`src/rtl/core/sb12_pkg.sv`:
```
// Package for the signed binary to base-12 text block: character codes,
// digit constants, the status struct and helper functions. No dependencies.
`timescale 1ns / 1ps

package sb12_pkg;

   localparam int IN_WIDTH      = 64;
   localparam int CHAR_WIDTH    = 7;
   localparam int DIGIT_WIDTH   = 4;
   localparam int BITS_PER_STEP = 4;

   // ASCII codes of the characters the block can produce.
   localparam logic [CHAR_WIDTH-1:0] CHAR_ZERO   = 7'h30;
   localparam logic [CHAR_WIDTH-1:0] CHAR_NINE   = 7'h39;
   localparam logic [CHAR_WIDTH-1:0] CHAR_TEN    = 7'h58;
   localparam logic [CHAR_WIDTH-1:0] CHAR_ELEVEN = 7'h45;
   localparam logic [CHAR_WIDTH-1:0] CHAR_MINUS  = 7'h2D;

   // Digit values used by the conversion and by the character mapping.
   localparam logic [DIGIT_WIDTH-1:0] DIGIT_TEN    = 4'd10;
   localparam logic [DIGIT_WIDTH-1:0] DIGIT_ELEVEN = 4'd11;
   localparam logic [DIGIT_WIDTH-1:0] DIGIT_HALF   = 4'd6;
   localparam logic [DIGIT_WIDTH-1:0] DIGIT_ADJUST = 4'd2;

   // Status of a finished conversion, passed from converter to emitter.
   typedef struct packed {
      logic valid;
      logic neg;
   } conv_status_type;

   // Number of base-12 digits needed for the largest magnitude, 2^(width-1).
   function automatic int digits_for_width(input int width);
      logic [127:0] top;
      logic [127:0] power;
      int           count;
      top   = 128'd1 << (width - 1);
      power = 128'd12;
      count = 1;
      for (int i = 0; i < 40; i++) begin
         if (power <= top) begin
            count = count + 1;
            power = power * 128'd12;
         end
      end
      return count;
   endfunction

   // ASCII character for one base-12 digit.
   function automatic logic [CHAR_WIDTH-1:0] digit_char(input logic [DIGIT_WIDTH-1:0] d);
      logic [CHAR_WIDTH-1:0] c;
      if (d == DIGIT_TEN) begin
         c = CHAR_TEN;
      end else if (d == DIGIT_ELEVEN) begin
         c = CHAR_ELEVEN;
      end else begin
         c = CHAR_ZERO + CHAR_WIDTH'(d);
      end
      return c;
   endfunction

endpackage

```
`src/rtl/core/sb12_front.sv`:
```
// Front end: accepts values, splits them into sign and magnitude and holds
// them in a two-entry queue for the converter. Depends on sb12_pkg.
`timescale 1ns / 1ps

module sb12_front #(
   parameter int VALUE_WIDTH = 64
) (
   input  logic                         clock,
   input  logic                         reset,
   input  logic                         req_valid,
   input  logic [sb12_pkg::IN_WIDTH-1:0] req_value,
   output logic                         req_stall,
   output logic                         q_valid,
   output logic                         q_neg,
   output logic [VALUE_WIDTH-1:0]       q_mag,
   input  logic                         q_pop
);

   localparam int QUEUE_DEPTH = 2;
   localparam int PTR_WIDTH   = $clog2(QUEUE_DEPTH);
   localparam int CNT_WIDTH   = $clog2(QUEUE_DEPTH + 1);

   logic [VALUE_WIDTH-1:0] value_low;
   logic                   value_neg;
   logic [VALUE_WIDTH-1:0] value_mag;
   logic                   push;

   logic [PTR_WIDTH-1:0]   wr_ptr_ff, wr_ptr_in;
   logic [PTR_WIDTH-1:0]   rd_ptr_ff, rd_ptr_in;
   logic [CNT_WIDTH-1:0]   count_ff, count_in;

   logic                   neg_mem [QUEUE_DEPTH];
   logic [VALUE_WIDTH-1:0] mag_mem [QUEUE_DEPTH];

   // Sign and magnitude; the most negative value negates to itself, which
   // read as unsigned is exactly its magnitude.
   assign value_low = req_value[VALUE_WIDTH-1:0];
   assign value_neg = value_low[VALUE_WIDTH-1];
   assign value_mag = value_neg ? ((~value_low) + VALUE_WIDTH'(1)) : value_low;

   assign req_stall = (count_ff == CNT_WIDTH'(QUEUE_DEPTH));
   assign push      = req_valid && !req_stall;

   assign q_valid = (count_ff != '0);
   assign q_neg   = neg_mem[rd_ptr_ff];
   assign q_mag   = mag_mem[rd_ptr_ff];

   // Pointer and fill count updates.
   always_comb begin
      wr_ptr_in = wr_ptr_ff;
      rd_ptr_in = rd_ptr_ff;
      count_in  = count_ff;
      if (push) begin
         wr_ptr_in = wr_ptr_ff + PTR_WIDTH'(1);
      end
      if (q_pop) begin
         rd_ptr_in = rd_ptr_ff + PTR_WIDTH'(1);
      end
      unique case ({push, q_pop})
         2'b10:   count_in = count_ff + CNT_WIDTH'(1);
         2'b01:   count_in = count_ff - CNT_WIDTH'(1);
         default: count_in = count_ff;
      endcase
   end

   always_ff @(posedge clock) begin
      if (reset) begin
         wr_ptr_ff <= '0;
         rd_ptr_ff <= '0;
         count_ff  <= '0;
      end else begin
         wr_ptr_ff <= wr_ptr_in;
         rd_ptr_ff <= rd_ptr_in;
         count_ff  <= count_in;
      end
   end

   // Queue storage holds payload only.
   always_ff @(posedge clock) begin
      if (push) begin
         neg_mem[wr_ptr_ff] <= value_neg;
         mag_mem[wr_ptr_ff] <= value_mag;
      end
   end

endmodule

```
`src/rtl/core/sb12_convert.sv`:
```
// Back end converter: turns a magnitude into packed base-12 digits with a
// shift-and-adjust loop, four input bits per cycle. Depends on sb12_pkg.
`timescale 1ns / 1ps

module sb12_convert #(
   parameter int VALUE_WIDTH = 64
) (
   input  logic                              clock,
   input  logic                              reset,
   input  logic                              q_valid,
   input  logic                              q_neg,
   input  logic [VALUE_WIDTH-1:0]            q_mag,
   output logic                              q_pop,
   output sb12_pkg::conv_status_type         status,
   output logic [sb12_pkg::digits_for_width(VALUE_WIDTH)*sb12_pkg::DIGIT_WIDTH-1:0] digits,
   input  logic                              take
);

   localparam int ND     = sb12_pkg::digits_for_width(VALUE_WIDTH);
   localparam int DGW    = sb12_pkg::DIGIT_WIDTH;
   localparam int BPS    = sb12_pkg::BITS_PER_STEP;
   localparam int DW     = ND * DGW;
   localparam int STEPS  = (VALUE_WIDTH + BPS - 1) / BPS;
   localparam int PAD_W  = STEPS * BPS;
   localparam int SW     = $clog2(STEPS);

   typedef enum logic [1:0] {
      CONV_IDLE,
      CONV_BUSY,
      CONV_DONE
   } conv_state_type;

   conv_state_type   state_ff, state_in;
   logic             neg_ff, neg_in;
   logic [PAD_W-1:0] bits_ff, bits_in;
   logic [DW-1:0]    bcd_ff, bcd_in;
   logic [SW-1:0]    step_ff, step_in;
   logic [DW-1:0]    work;
   logic             load;

   // Four dependent shift-and-adjust steps: any digit of six or more gets
   // two added so that doubling carries into the next digit.
   always_comb begin
      work = bcd_ff;
      for (int b = 0; b < BPS; b++) begin
         for (int j = 0; j < ND; j++) begin
            if (work[j*DGW +: DGW] >= sb12_pkg::DIGIT_HALF) begin
               work[j*DGW +: DGW] = work[j*DGW +: DGW] + sb12_pkg::DIGIT_ADJUST;
            end
         end
         work = {work[DW-2:0], bits_ff[PAD_W-1-b]};
      end
   end

   // A new item is taken when idle, or when the finished one is handed over.
   assign load  = q_valid && ((state_ff == CONV_IDLE) || ((state_ff == CONV_DONE) && take));
   assign q_pop = load;

   // Sequencer.
   always_comb begin
      state_in = state_ff;
      neg_in   = neg_ff;
      bits_in  = bits_ff;
      bcd_in   = bcd_ff;
      step_in  = step_ff;
      if (load) begin
         state_in = CONV_BUSY;
         neg_in   = q_neg;
         bits_in  = PAD_W'(q_mag);
         bcd_in   = '0;
         step_in  = '0;
      end else begin
         unique case (state_ff)
            CONV_IDLE: begin
               state_in = CONV_IDLE;
            end
            CONV_BUSY: begin
               bcd_in  = work;
               bits_in = bits_ff << BPS;
               step_in = step_ff + SW'(1);
               if (step_ff == SW'(STEPS - 1)) begin
                  state_in = CONV_DONE;
               end
            end
            CONV_DONE: begin
               if (take) begin
                  state_in = CONV_IDLE;
               end
            end
            default: begin
               state_in = CONV_IDLE;
            end
         endcase
      end
   end

   always_ff @(posedge clock) begin
      if (reset) begin
         state_ff <= CONV_IDLE;
      end else begin
         state_ff <= state_in;
      end
      neg_ff  <= neg_in;
      bits_ff <= bits_in;
      bcd_ff  <= bcd_in;
      step_ff <= step_in;
   end

   assign status.valid = (state_ff == CONV_DONE);
   assign status.neg   = neg_ff;
   assign digits       = bcd_ff;

endmodule

```
`src/rtl/core/sb12_emit.sv`:
```
// Back end emitter: takes finished digits and sends the sign and the
// significant digits as ASCII, one transfer per unstalled cycle. Needs sb12_pkg.
`timescale 1ns / 1ps

module sb12_emit #(
   parameter int VALUE_WIDTH = 64
) (
   input  logic                              clock,
   input  logic                              reset,
   input  sb12_pkg::conv_status_type         status,
   input  logic [sb12_pkg::digits_for_width(VALUE_WIDTH)*sb12_pkg::DIGIT_WIDTH-1:0] digits,
   output logic                              take,
   output logic                              rsp_valid,
   input  logic                              rsp_stall,
   output logic [sb12_pkg::CHAR_WIDTH-1:0]   rsp_char_code,
   output logic                              rsp_last
);

   localparam int ND  = sb12_pkg::digits_for_width(VALUE_WIDTH);
   localparam int DGW = sb12_pkg::DIGIT_WIDTH;
   localparam int DW  = ND * DGW;
   localparam int CW  = $clog2(ND + 1);
   localparam int IW  = $clog2(ND);

   logic                          busy_ff, busy_in;
   logic                          sign_ff, sign_in;
   logic [CW-1:0]                 left_ff, left_in;
   logic [DW-1:0]                 dig_ff, dig_in;
   logic                          rsp_valid_ff, rsp_valid_in;
   logic [sb12_pkg::CHAR_WIDTH-1:0] char_ff, char_in;
   logic                          last_ff, last_in;

   logic [CW-1:0]                 sig_count;
   logic [IW-1:0]                 idx;
   logic                          can_out;
   logic                          final_digit;

   // Count of significant digits; zero still shows one digit.
   always_comb begin
      sig_count = CW'(1);
      for (int j = 0; j < ND; j++) begin
         if (digits[j*DGW +: DGW] != '0) begin
            sig_count = CW'(j + 1);
         end
      end
   end

   assign take        = !busy_ff && status.valid;
   assign can_out     = !rsp_valid_ff || !rsp_stall;
   assign idx         = IW'(left_ff - CW'(1));
   assign final_digit = (left_ff == CW'(1));

   // Character sequencing into the output register.
   always_comb begin
      busy_in      = busy_ff;
      sign_in      = sign_ff;
      left_in      = left_ff;
      dig_in       = dig_ff;
      rsp_valid_in = rsp_valid_ff;
      char_in      = char_ff;
      last_in      = last_ff;
      if (rsp_valid_ff && !rsp_stall) begin
         rsp_valid_in = 1'b0;
      end
      if (take) begin
         busy_in = 1'b1;
         sign_in = status.neg;
         left_in = sig_count;
         dig_in  = digits;
      end else if (busy_ff && can_out) begin
         rsp_valid_in = 1'b1;
         if (sign_ff) begin
            char_in = sb12_pkg::CHAR_MINUS;
            last_in = 1'b0;
            sign_in = 1'b0;
         end else begin
            char_in = sb12_pkg::digit_char(dig_ff[idx*DGW +: DGW]);
            last_in = final_digit;
            left_in = left_ff - CW'(1);
            if (final_digit) begin
               busy_in = 1'b0;
            end
         end
      end
   end

   always_ff @(posedge clock) begin
      if (reset) begin
         busy_ff      <= 1'b0;
         sign_ff      <= 1'b0;
         rsp_valid_ff <= 1'b0;
      end else begin
         busy_ff      <= busy_in;
         sign_ff      <= sign_in;
         rsp_valid_ff <= rsp_valid_in;
      end
      left_ff <= left_in;
      dig_ff  <= dig_in;
      char_ff <= char_in;
      last_ff <= last_in;
   end

   assign rsp_valid     = rsp_valid_ff;
   assign rsp_char_code = char_ff;
   assign rsp_last      = last_ff;

endmodule

```
`src/rtl/core/signed_binary_to_base12_text.sv`:
```
// Top level of the signed binary to base-12 text block: front end, converter
// and emitter. Depends on sb12_pkg, sb12_front, sb12_convert and sb12_emit.
//
// Usage: req_value carries a two's complement number whose low VALUE_WIDTH
// bits are used; a transfer happens when req_valid is high and req_stall low.
// Each number comes out on the rsp_ channel as ASCII characters, most
// significant first: an optional '-', then digits '0'-'9', 'X' and 'E'.
// rsp_last marks the final character of a number; zero is a single '0'.
// A transferred number passes through the queue, the converter and the
// emitter's output register before its first character is shown; the
// converter takes four bits of magnitude per cycle. The emitter sends one
// character a cycle while rsp_stall is low, and the converter works on the
// next number meanwhile.
// A two-entry queue in the front end takes numbers while the back is busy.
// Reset is synchronous: all queued numbers and pending text are dropped.
// While rsp_stall is high the shown character holds and the block fills up,
// then raises req_stall.
`timescale 1ns / 1ps

module signed_binary_to_base12_text #(
   parameter int VALUE_WIDTH = 64
) (
   input  logic                            clock,
   input  logic                            reset,
   input  logic                            req_valid,
   input  logic [sb12_pkg::IN_WIDTH-1:0]   req_value,
   output logic                            req_stall,
   output logic                            rsp_valid,
   input  logic                            rsp_stall,
   output logic [sb12_pkg::CHAR_WIDTH-1:0] rsp_char_code,
   output logic                            rsp_last
);

   localparam int ND = sb12_pkg::digits_for_width(VALUE_WIDTH);
   localparam int DW = ND * sb12_pkg::DIGIT_WIDTH;

   logic                      q_valid;
   logic                      q_neg;
   logic [VALUE_WIDTH-1:0]    q_mag;
   logic                      q_pop;
   sb12_pkg::conv_status_type conv_status;
   logic [DW-1:0]             conv_digits;
   logic                      conv_take;

   // Intake and sign/magnitude split.
   sb12_front #(
      .VALUE_WIDTH(VALUE_WIDTH)
   ) u_front (
      .clock     (clock),
      .reset     (reset),
      .req_valid (req_valid),
      .req_value (req_value),
      .req_stall (req_stall),
      .q_valid   (q_valid),
      .q_neg     (q_neg),
      .q_mag     (q_mag),
      .q_pop     (q_pop)
   );

   // Binary to base-12 digits.
   sb12_convert #(
      .VALUE_WIDTH(VALUE_WIDTH)
   ) u_convert (
      .clock   (clock),
      .reset   (reset),
      .q_valid (q_valid),
      .q_neg   (q_neg),
      .q_mag   (q_mag),
      .q_pop   (q_pop),
      .status  (conv_status),
      .digits  (conv_digits),
      .take    (conv_take)
   );

   // Digits to characters.
   sb12_emit #(
      .VALUE_WIDTH(VALUE_WIDTH)
   ) u_emit (
      .clock         (clock),
      .reset         (reset),
      .status        (conv_status),
      .digits        (conv_digits),
      .take          (conv_take),
      .rsp_valid     (rsp_valid),
      .rsp_stall     (rsp_stall),
      .rsp_char_code (rsp_char_code),
      .rsp_last      (rsp_last)
   );

endmodule

```
`config.mk`:
```
export PLATFORM = sky130hd
export DESIGN_NAME = signed_binary_to_base12_text
export DESIGN_NICKNAME = d
export VERILOG_FILES = /design/src/rtl/core/sb12_pkg.sv /design/src/rtl/core/sb12_front.sv /design/src/rtl/core/sb12_convert.sv /design/src/rtl/core/sb12_emit.sv /design/src/rtl/core/signed_binary_to_base12_text.sv
export SDC_FILE = /design/constraint.sdc
export NUM_CORES = 1
export LEC_CHECK = 0
export BUFFER_PORTS_ARGS = -buffer_cell sky130_fd_sc_hd__buf_2
export CORE_MARGIN = 2
export CORE_UTILIZATION = 57
export DETAILED_ROUTE_END_ITERATION = 6
export PLACE_DENSITY = 0.79
export SETUP_SLACK_MARGIN = 0.2
export SYNTH_ARGS = -nofsm -noshare
export SYNTH_HDL_FRONTEND = slang
export SYNTH_HIERARCHICAL = 1
export SYNTH_SLANG_ARGS = --single-unit
```
`constraint.sdc`:
```
create_clock -name clock -period 4.1 [get_ports clock]
set_input_delay 0.41 -clock clock [delete_from_list [all_inputs] [get_ports clock]]
set_output_delay 0.41 -clock clock [all_outputs]
set_load 0.02 [all_outputs]
```
== After elaboration in Yosys (flattened, before gate mapping) ==
Memories as Yosys holds them, arrays and structs flattened. A register that Yosys moved wholly into a read port is not among the register bits.
Index checks and enable logic that the tools add are counted.
W data, S select, Z words.

* Memory bits (read-only): 0
* Latch bits: 0
* Output and inout port bits: 10
* Memories: 2
* Input bits: 68
* Register bits after elaboration: 234
* Logic and storage cells: 346
* Bits in writable memories: 130

* Mux-type cells: 115
* Shifts and indexed selects: 1
* Multiply operators: 0
* Reductions and logical operators: 43
* Equal/unequal tests: 14
* Divide/modulo/power cells: 0
* $lt $le $gt $ge: 72
* Bitwise logic cells: 2
* Add/sub/neg operators: 80

{| class="wikitable"
|+ Memories
! name !! depth !! width !! read ports !! clocked after Yosys merged registers in !! write ports !! RTL line !! source
|-
| u_front.mag_mem || 2 || 64 || 1 || 1 || 1 || sb12_front.sv:33 || <nowiki>logic [VALUE_WIDTH-1:0] mag_mem [QUEUE_DEPTH];</nowiki>
|-
| u_front.neg_mem || 2 || 1 || 1 || 1 || 1 || sb12_front.sv:32 || <nowiki>logic neg_mem [QUEUE_DEPTH];</nowiki>
|}

{| class="wikitable"
|+ Operators by type and width
! cell !! count
|-
| $mux W4 || 76
|-
| $ge A4 B3 Y1 const B || 72
|-
| $add A4 B2 Y4 const B || 68
|-
| $mux W64 || 3
|-
| $shiftx A72 B8 Y4 || 1
|-
| $reduce_bool A4 Y1 || 17
|-
| $add A64 B1 Y64 const B || 1
|-
| $not A64 Y64 || 1
|-
| $mux W5 || 6
|-
| $mux W3 || 8
|-
| $mux W1 || 14
|-
| $mux W7 || 2
|-
| $add A3 B2 Y3 const B || 4
|-
| $eq A4 B4 Y1 const B || 3
|-
| $reduce_bool A2 Y1 || 5
|-
| $mux W2 || 4
|-
| $pmux W2 S2 || 2
|-
| $reduce_and A2 Y1 || 4
|-
| $add A6 B4 Y7 const A || 1
|-
| $eq A2 B2 Y1 const B || 3
|-
| $logic_and A1 B1 Y1 || 6
|-
| $eq A5 B1 Y1 const B || 1
|-
| $sub A5 B1 Y5 const B || 1
|-
| $add A4 B1 Y4 const B || 1
|-
| other kinds (15) || 23
|}

== Depth between registers and ports, before layout ==
* Depth in word-level cells: 19
* Gate-level depth with buffers: 14
* Gate-level depth less buffers: 13

== Hierarchy ==
Netlist, hierarchy kept.

{| class="wikitable"
|+ Modules (own cells, without submodules)
! module !! instances !! seq. area each (um^2) !! area each (um^2) !! cells an instance
|-
| sb12_convert || 1 || 3513.4 || 11408.4 || 1370
|-
| sb12_front || 1 || 4003.8 || 6351.1 || 429
|-
| sb12_emit || 1 || 2612.5 || 3991.3 || 243
|}

== Worst setup path after synthesis ==
No wires, ideal clock.

* Path type: register to register
* Start point: register u_convert.state_ff[1]
* End point: register u_convert.bcd_ff[71] (netlist: u_convert/digits[71])
* Setup slack: 27 ps
* Data arrival time: 3947 ps
* Data required time: 3974 ps
* Library setup time: 126 ps
* Path buffers: 0
* Period minus slack after synthesis: 4073 ps
* Cell stages (with the launch flop): 12
* Cell sequence: dfxtp_1 nor2b_1 nand2b_1 inv_1 nand2b_1 nand3b_1 clkinv_1 nor2_1 inv_2 o31ai_1 a21oi_1 a211oi_1

{| class="wikitable"
|+ RTL lines
! element !! RTL line !! source
|-
| from (decl) || sb12_convert.sv:33 || <nowiki>conv_state_type state_ff, state_in;</nowiki>
|-
| from (signal assigned) || sb12_convert.sv:101 || <nowiki>state_ff <= state_in;</nowiki>
|-
| to (signal assigned) || sb12_convert.sv:105 || <nowiki>bcd_ff <= bcd_in;</nowiki>
|-
| to (decl) || sb12_convert.sv:36 || <nowiki>logic [DW-1:0] bcd_ff, bcd_in;</nowiki>
|}

== Worst setup path in the final report ==
* Start point: register u_convert.bcd_ff[38] (netlist: u_convert/digits[38])
* End point: register u_convert.bcd_ff[39] (netlist: u_convert/digits[39])

* Cells in the longest elaborated chain, start to end: 8
* Elaborated cells between the ends (all ways): 12
* Classes of those cells: add/sub (4); order compare (4); mux (4)

{| class="wikitable"
|+ RTL lines
! element !! RTL line !! source
|-
| $add A4 B2 Y4 or $ge A4 B3 Y1 (tied branches) || sb12_convert.sv:48, sb12_convert.sv:47 ||
|-
| $mux W4 (*) || sb12_convert.sv:47 || <nowiki>if (work[j*DGW +: DGW] >= sb12_pkg::DIGIT_HALF) begin</nowiki>
|-
| $ge A4 B3 Y1 or $add A4 B2 Y4 (tied branches) || sb12_convert.sv:47, sb12_convert.sv:48 ||
|-
| $mux W4 (*) || sb12_convert.sv:47 ||
|-
| $add A4 B2 Y4 or $ge A4 B3 Y1 (tied branches) || sb12_convert.sv:48, sb12_convert.sv:47 ||
|-
| $mux W4 (*) || sb12_convert.sv:47 ||
|-
| $add A4 B2 Y4 or $ge A4 B3 Y1 (tied branches) || sb12_convert.sv:48, sb12_convert.sv:47 ||
|-
| $mux W4 (*) || sb12_convert.sv:47 ||
|}

Mark *: on every way between the ends. The rest lies on a longest branch, timed or not.
A chain may end at the register's enable or synchronous reset.

==> flow_summary_export.csv <==
group,metric,value,unit
worst_setup_path,crit_chain,"nor2_1, mux2_2, ha_1, mux2_2, o221a_2, a21oi_1, a21o_1, inv_1, ha_1, o21bai_1, a22o_1",
global_routing,global_route.overflow_total,0,
cells_and_area,layoutNonFillerInstCount,2598,
place,buffer_ports.inserted,77,
sta,period_needed,3.08,ns
logic_synthesis,synthArstFlopShare,0,
place,place.detailed.instances,2526,
worst_setup_path,critical_path_required,4.53,ns
logic_synthesis,synth_fp_nets,2183,
worst_setup_path,crit_start,"u_convert/digits[38]$_SDFFE_PP0P_",
route,dr.pass1.iters,5,
logic_synthesis,ys_seq_area_frac,0.466,
die,die_h,199,um
worst_setup_path,crit_path_max_fanout,13,
sta,hold_viol,0,
cells_and_area,number_of_inserted_filler_cells_in_the_final_layout,2937,
worst_setup_path,path_buf_inv,1,
place,globalplace.congestion,0.856,
cts,clkSinkCount,366,
logic_synthesis,synth_seq_cells,366,
route,initialDrtViolationCount,1096,
cells_and_area,nets,2197,
worst_setup_path,start_kind,"register",
route,wl,46.4,mm
hold_path,worst_hold_path_type,"in2reg",
place,detailed_place_hpwl,31.2,mm
job,max_cap_viol_count,0,
route,route.detailed.drc,0,
global_routing,grt_total_usage,0.233,
cts,tritoncts.num_buffers,39,
route,final_antenna_net_count,0,
global_routing,grt_max_degree,78,
worst_setup_path,timing.rr.start,"u_convert/digits[38]$_SDFFE_PP0P_",
cells_and_area,antenna_cells_inserted,0,
sta,relSlewSlack,0.228,
power_and_ir_drop,power.static_leakage,8.79,nW
logic_synthesis,yosysWarningCount,6,
cts,clock_tree.buffer_depth,3,
cts,clock-root-buffer,"sky130_fd_sc_hd__clkbuf_16",
sta,final_min_period_over_clock_period,0.750,
global_routing,grt_pass1_vias,15300,
cts,clk_latency,0.55,ns
worst_setup_path,cell_family_with_the_largest_share_of_critical_path_delay,"compound AO/OA/AOI/OAI gates",
global_routing,grt_pass1_wl,74.9,mm
cells_and_area,drive_gt1_frac,0.167,
route,post_drt_via_cell_ratio,6.17,
worst_setup_path,crit_arrival,3.51,ns
worst_setup_path,slowest_cell_on_the_critical_path,"sky130_fd_sc_hd__dfxtp_1",
logic_synthesis,post_syn_instances,2042,
worst_setup_path,r2r_slack,1.02,ns
global_routing,antenna_found_initial,0,
logic_synthesis,average_cell_area_after_synthesis,10.7,um^2
sta,final_max_slew_viol_count,0,
die,row_count,71,
worst_setup_path,worst-setup-path-type,"reg2reg",
power_and_ir_drop,power.density,729,mW/mm^2
cts,clk_pin_slew_worst_paths,0.06,ns
route,wl_per_cell,17.9,um
logic_synthesis,ys_dominant_reg_cell,"sky130_fd_sc_hd__edfxtp_1",
cts,tritoncts,"done",
die,design.die.area,0.0397,mm^2
outcome,outcome,"completed",
cts,cts_repair_resize_count,0,
worst_setup_path,end_kind,"register",
sta,skew,0.0199,ns
die,die_width,199,um
sta,timing_worst_slew_pin_value,1.16,ns
logic_synthesis,netlist-cell-type-count,96,
logic_synthesis,synth_area,0.0218,mm^2
cts,clock_tree.htree_level_count,2,
cts,post-cts-setup-buffer-count,0,
sta,setup_viol,0,
die,fp.coreArea,0.0377,mm^2
hold_path,worst_hold_startpoint,"req_value[0]",
power_and_ir_drop,ir_drop,0.000552,V
cts,ctsHoldBuffers,0,
logic_synthesis,synth_enable_flop_cells,280,
sta,grt_setup_unrepaired,"no",
cells_and_area,syn2layout_area_growth,8.96,%
sta,fmax,325,MHz
route,num_vias,16000,
die,initial_utilization,0.577,
worst_setup_path,slowest_delay,0.59,ns
sta,final.setup.tns,0,ns
die,top_level_ports,78,
[power breakdown]
group	switching [W]	internal (W)
combinational	0.00445	0.00315
clock	0.00143	0.00216
sequential	0.000780	0.00530
[synthesized netlist by cell type (9+ instances only)]
| cell type | n | share of area |
|---|---|---|
| sky130_fd_sc_hd__nand2_1 | 329 | 0.057 |
| sky130_fd_sc_hd__edfxtp_1 | 280 | 0.39 |
| sky130_fd_sc_hd__mux2_2 | 93 | 0.048 |
| sky130_fd_sc_hd__dfxtp_1 | 86 | 0.079 |
| sky130_fd_sc_hd__xnor2_1 | 84 | 0.034 |
| sky130_fd_sc_hd__nor2_1 | 75 | 0.013 |
| sky130_fd_sc_hd__a21oi_1 | 74 | 0.017 |
| sky130_fd_sc_hd__ha_1 | 73 | 0.042 |
| sky130_fd_sc_hd__inv_1 | 68 | 0.012 |
| sky130_fd_sc_hd__mux2i_1 | 67 | 0.031 |
| sky130_fd_sc_hd__o21ai_0 | 67 | 0.015 |
| sky130_fd_sc_hd__clkbuf_1 | 60 | 0.010 |
| sky130_fd_sc_hd__buf_2 | 42 | 0.0097 |
| sky130_fd_sc_hd__nand2b_1 | 36 | 0.010 |
| sky130_fd_sc_hd__o31ai_1 | 30 | 0.010 |
| sky130_fd_sc_hd__o21bai_1 | 28 | 0.0097 |
| sky130_fd_sc_hd__a22o_1 | 27 | 0.011 |
| sky130_fd_sc_hd__or4_1 | 23 | 0.0079 |
| sky130_fd_sc_hd__nand3_1 | 22 | 0.0051 |
| sky130_fd_sc_hd__a22oi_1 | 19 | 0.0066 |
| sky130_fd_sc_hd__nor4_1 | 19 | 0.0055 |
| sky130_fd_sc_hd__a211oi_1 | 18 | 0.0062 |
| sky130_fd_sc_hd__nand4b_1 | 18 | 0.0072 |
| sky130_fd_sc_hd__nor3_1 | 18 | 0.0041 |
| sky130_fd_sc_hd__o32ai_1 | 18 | 0.0072 |
| sky130_fd_sc_hd__or2_2 | 18 | 0.0052 |
| sky130_fd_sc_hd__or3_1 | 18 | 0.0052 |
| sky130_fd_sc_hd__o22ai_1 | 17 | 0.0049 |
| sky130_fd_sc_hd__a32o_1 | 15 | 0.0069 |
| sky130_fd_sc_hd__and2_1 | 15 | 0.0043 |
| sky130_fd_sc_hd__nor2b_1 | 14 | 0.0040 |
| sky130_fd_sc_hd__o21ai_1 | 14 | 0.0032 |
| sky130_fd_sc_hd__or3b_2 | 14 | 0.0056 |
| sky130_fd_sc_hd__mux4_1 | 12 | 0.014 |
| sky130_fd_sc_hd__o21a_1 | 11 | 0.0038 |
| sky130_fd_sc_hd__or2_1 | 11 | 0.0032 |
| sky130_fd_sc_hd__o2111ai_1 | 10 | 0.0040 |
| sky130_fd_sc_hd__o311a_1 | 9 | 0.0041 |
[layer usage]
metal | up-vias | global-route usage | part of all wire
li1 | 7688 | - | -
met1 | 7744 | 0.311 | 0.44
met2 | 504 | 0.387 | 0.47
met3 | 94 | 0.0343 | 0.057
met4 | 0 | 0.0850 | 0.028
met5 | - | 0 | 0
[per-stage QoR]
stage / hold slack, ns / utilization / total power, W / worst slack [ns] / area (um^2)
3_5_place_dp: 0.432 / 0.594 / 0.0136 / 0.880 / 22400
5_1_grt: 0.108 / 0.629 / 0.0184 / 0.837 / 23700
6_report: 0.0980 / 0.629 / 0.0173 / 1.02 / 23700
3_3_place_gp: 0.419 / 0.594 / 0.0133 / 0.940 / 22400
4_1_cts: 0.0708 / 0.629 / 0.0173 / 1.03 / 23700
2_1_floorplan: 0.403 / - / 0.0119 / 0.284 / 21800
[worst reg2reg max path: stages, from the launching register on]
cell and delay, ns:
sky130_fd_sc_hd__dfxtp_1 0.59, sky130_fd_sc_hd__nor2_1 0.14, sky130_fd_sc_hd__mux2_2 0.29, sky130_fd_sc_hd__ha_1 0.30
sky130_fd_sc_hd__mux2_2 0.27, sky130_fd_sc_hd__o221a_2 0.25, sky130_fd_sc_hd__a21oi_1 0.27, sky130_fd_sc_hd__a21o_1 0.18
sky130_fd_sc_hd__inv_1 0.06, sky130_fd_sc_hd__ha_1 0.26, sky130_fd_sc_hd__o21bai_1 0.15, sky130_fd_sc_hd__a22o_1 0.19
[layout by cell type (no fill, tap or decap), types with 22 or more instances in the layout]
master / instances
sky130_fd_sc_hd__a21oi_1: 74
sky130_fd_sc_hd__a22o_1: 27
sky130_fd_sc_hd__buf_2: 77
sky130_fd_sc_hd__clkbuf_16: 41
sky130_fd_sc_hd__dfxtp_1: 85
sky130_fd_sc_hd__edfxtp_1: 280
sky130_fd_sc_hd__ha_1: 73
sky130_fd_sc_hd__inv_1: 67
sky130_fd_sc_hd__mux2_2: 93
sky130_fd_sc_hd__mux2i_1: 67
sky130_fd_sc_hd__nand2_1: 329
sky130_fd_sc_hd__nand2b_1: 36
sky130_fd_sc_hd__nand3_1: 22
sky130_fd_sc_hd__nor2_1: 73
sky130_fd_sc_hd__o21ai_0: 67
sky130_fd_sc_hd__o21bai_1: 28
sky130_fd_sc_hd__o31ai_1: 30
sky130_fd_sc_hd__or4_1: 23
sky130_fd_sc_hd__xnor2_1: 84
[logic make-up (layout without fill, tap and decap cells)]
group	after synthesis	in the layout	share of synthesized area
AOI/OAI and AO/OA	460	460	0.159
DFF	366	366	0.466
adders and majority gates	73	73	0.0420
buffers and inverters	192	237	0.0399
and+or+nand+nor	682	682	0.158
muxes	178	178	0.0987
xor gates and xnor gates	91	91	0.0366
[layout make-up]
type	instances	area, um^2	share of cell area
clock buffer	55	1160	0.0489
timing repair buffer	94	551	0.0232
multi-input combinational	1484	10800	0.455
tap	511	639	0.0270
inverter	71	270	0.0114
clock inverter	17	174	0.00734
sequential	366	10100	0.427
[registers in the layout, indices dropped and copies added, names as in the netlist, 2 cells and up, named ones only]
register / flops
u_convert/bits_ff: 64
u_convert/digits: 72
u_convert/state_ff: 2
u_convert/step_ff: 4
u_emit/dig_ff: 72
u_emit/left_ff: 5
u_emit/rsp_char_code: 7
u_front/count_ff: 2
u_front/mag_mem: 128
u_front/neg_mem: 2
[final timing paths]
check | endpoint | cells after the start
max | u_convert/digits[39]$_SDFFE_PP0P_ | 11
min | u_front/mag_mem[0][0]$_DFFE_PP_ | 1
max reg2reg | u_convert/digits[39]$_SDFFE_PP0P_ | 11
min reg2reg | u_convert/digits[0]$_SDFFE_PP0P_ | 2
(Power assumes the default switching activity.)
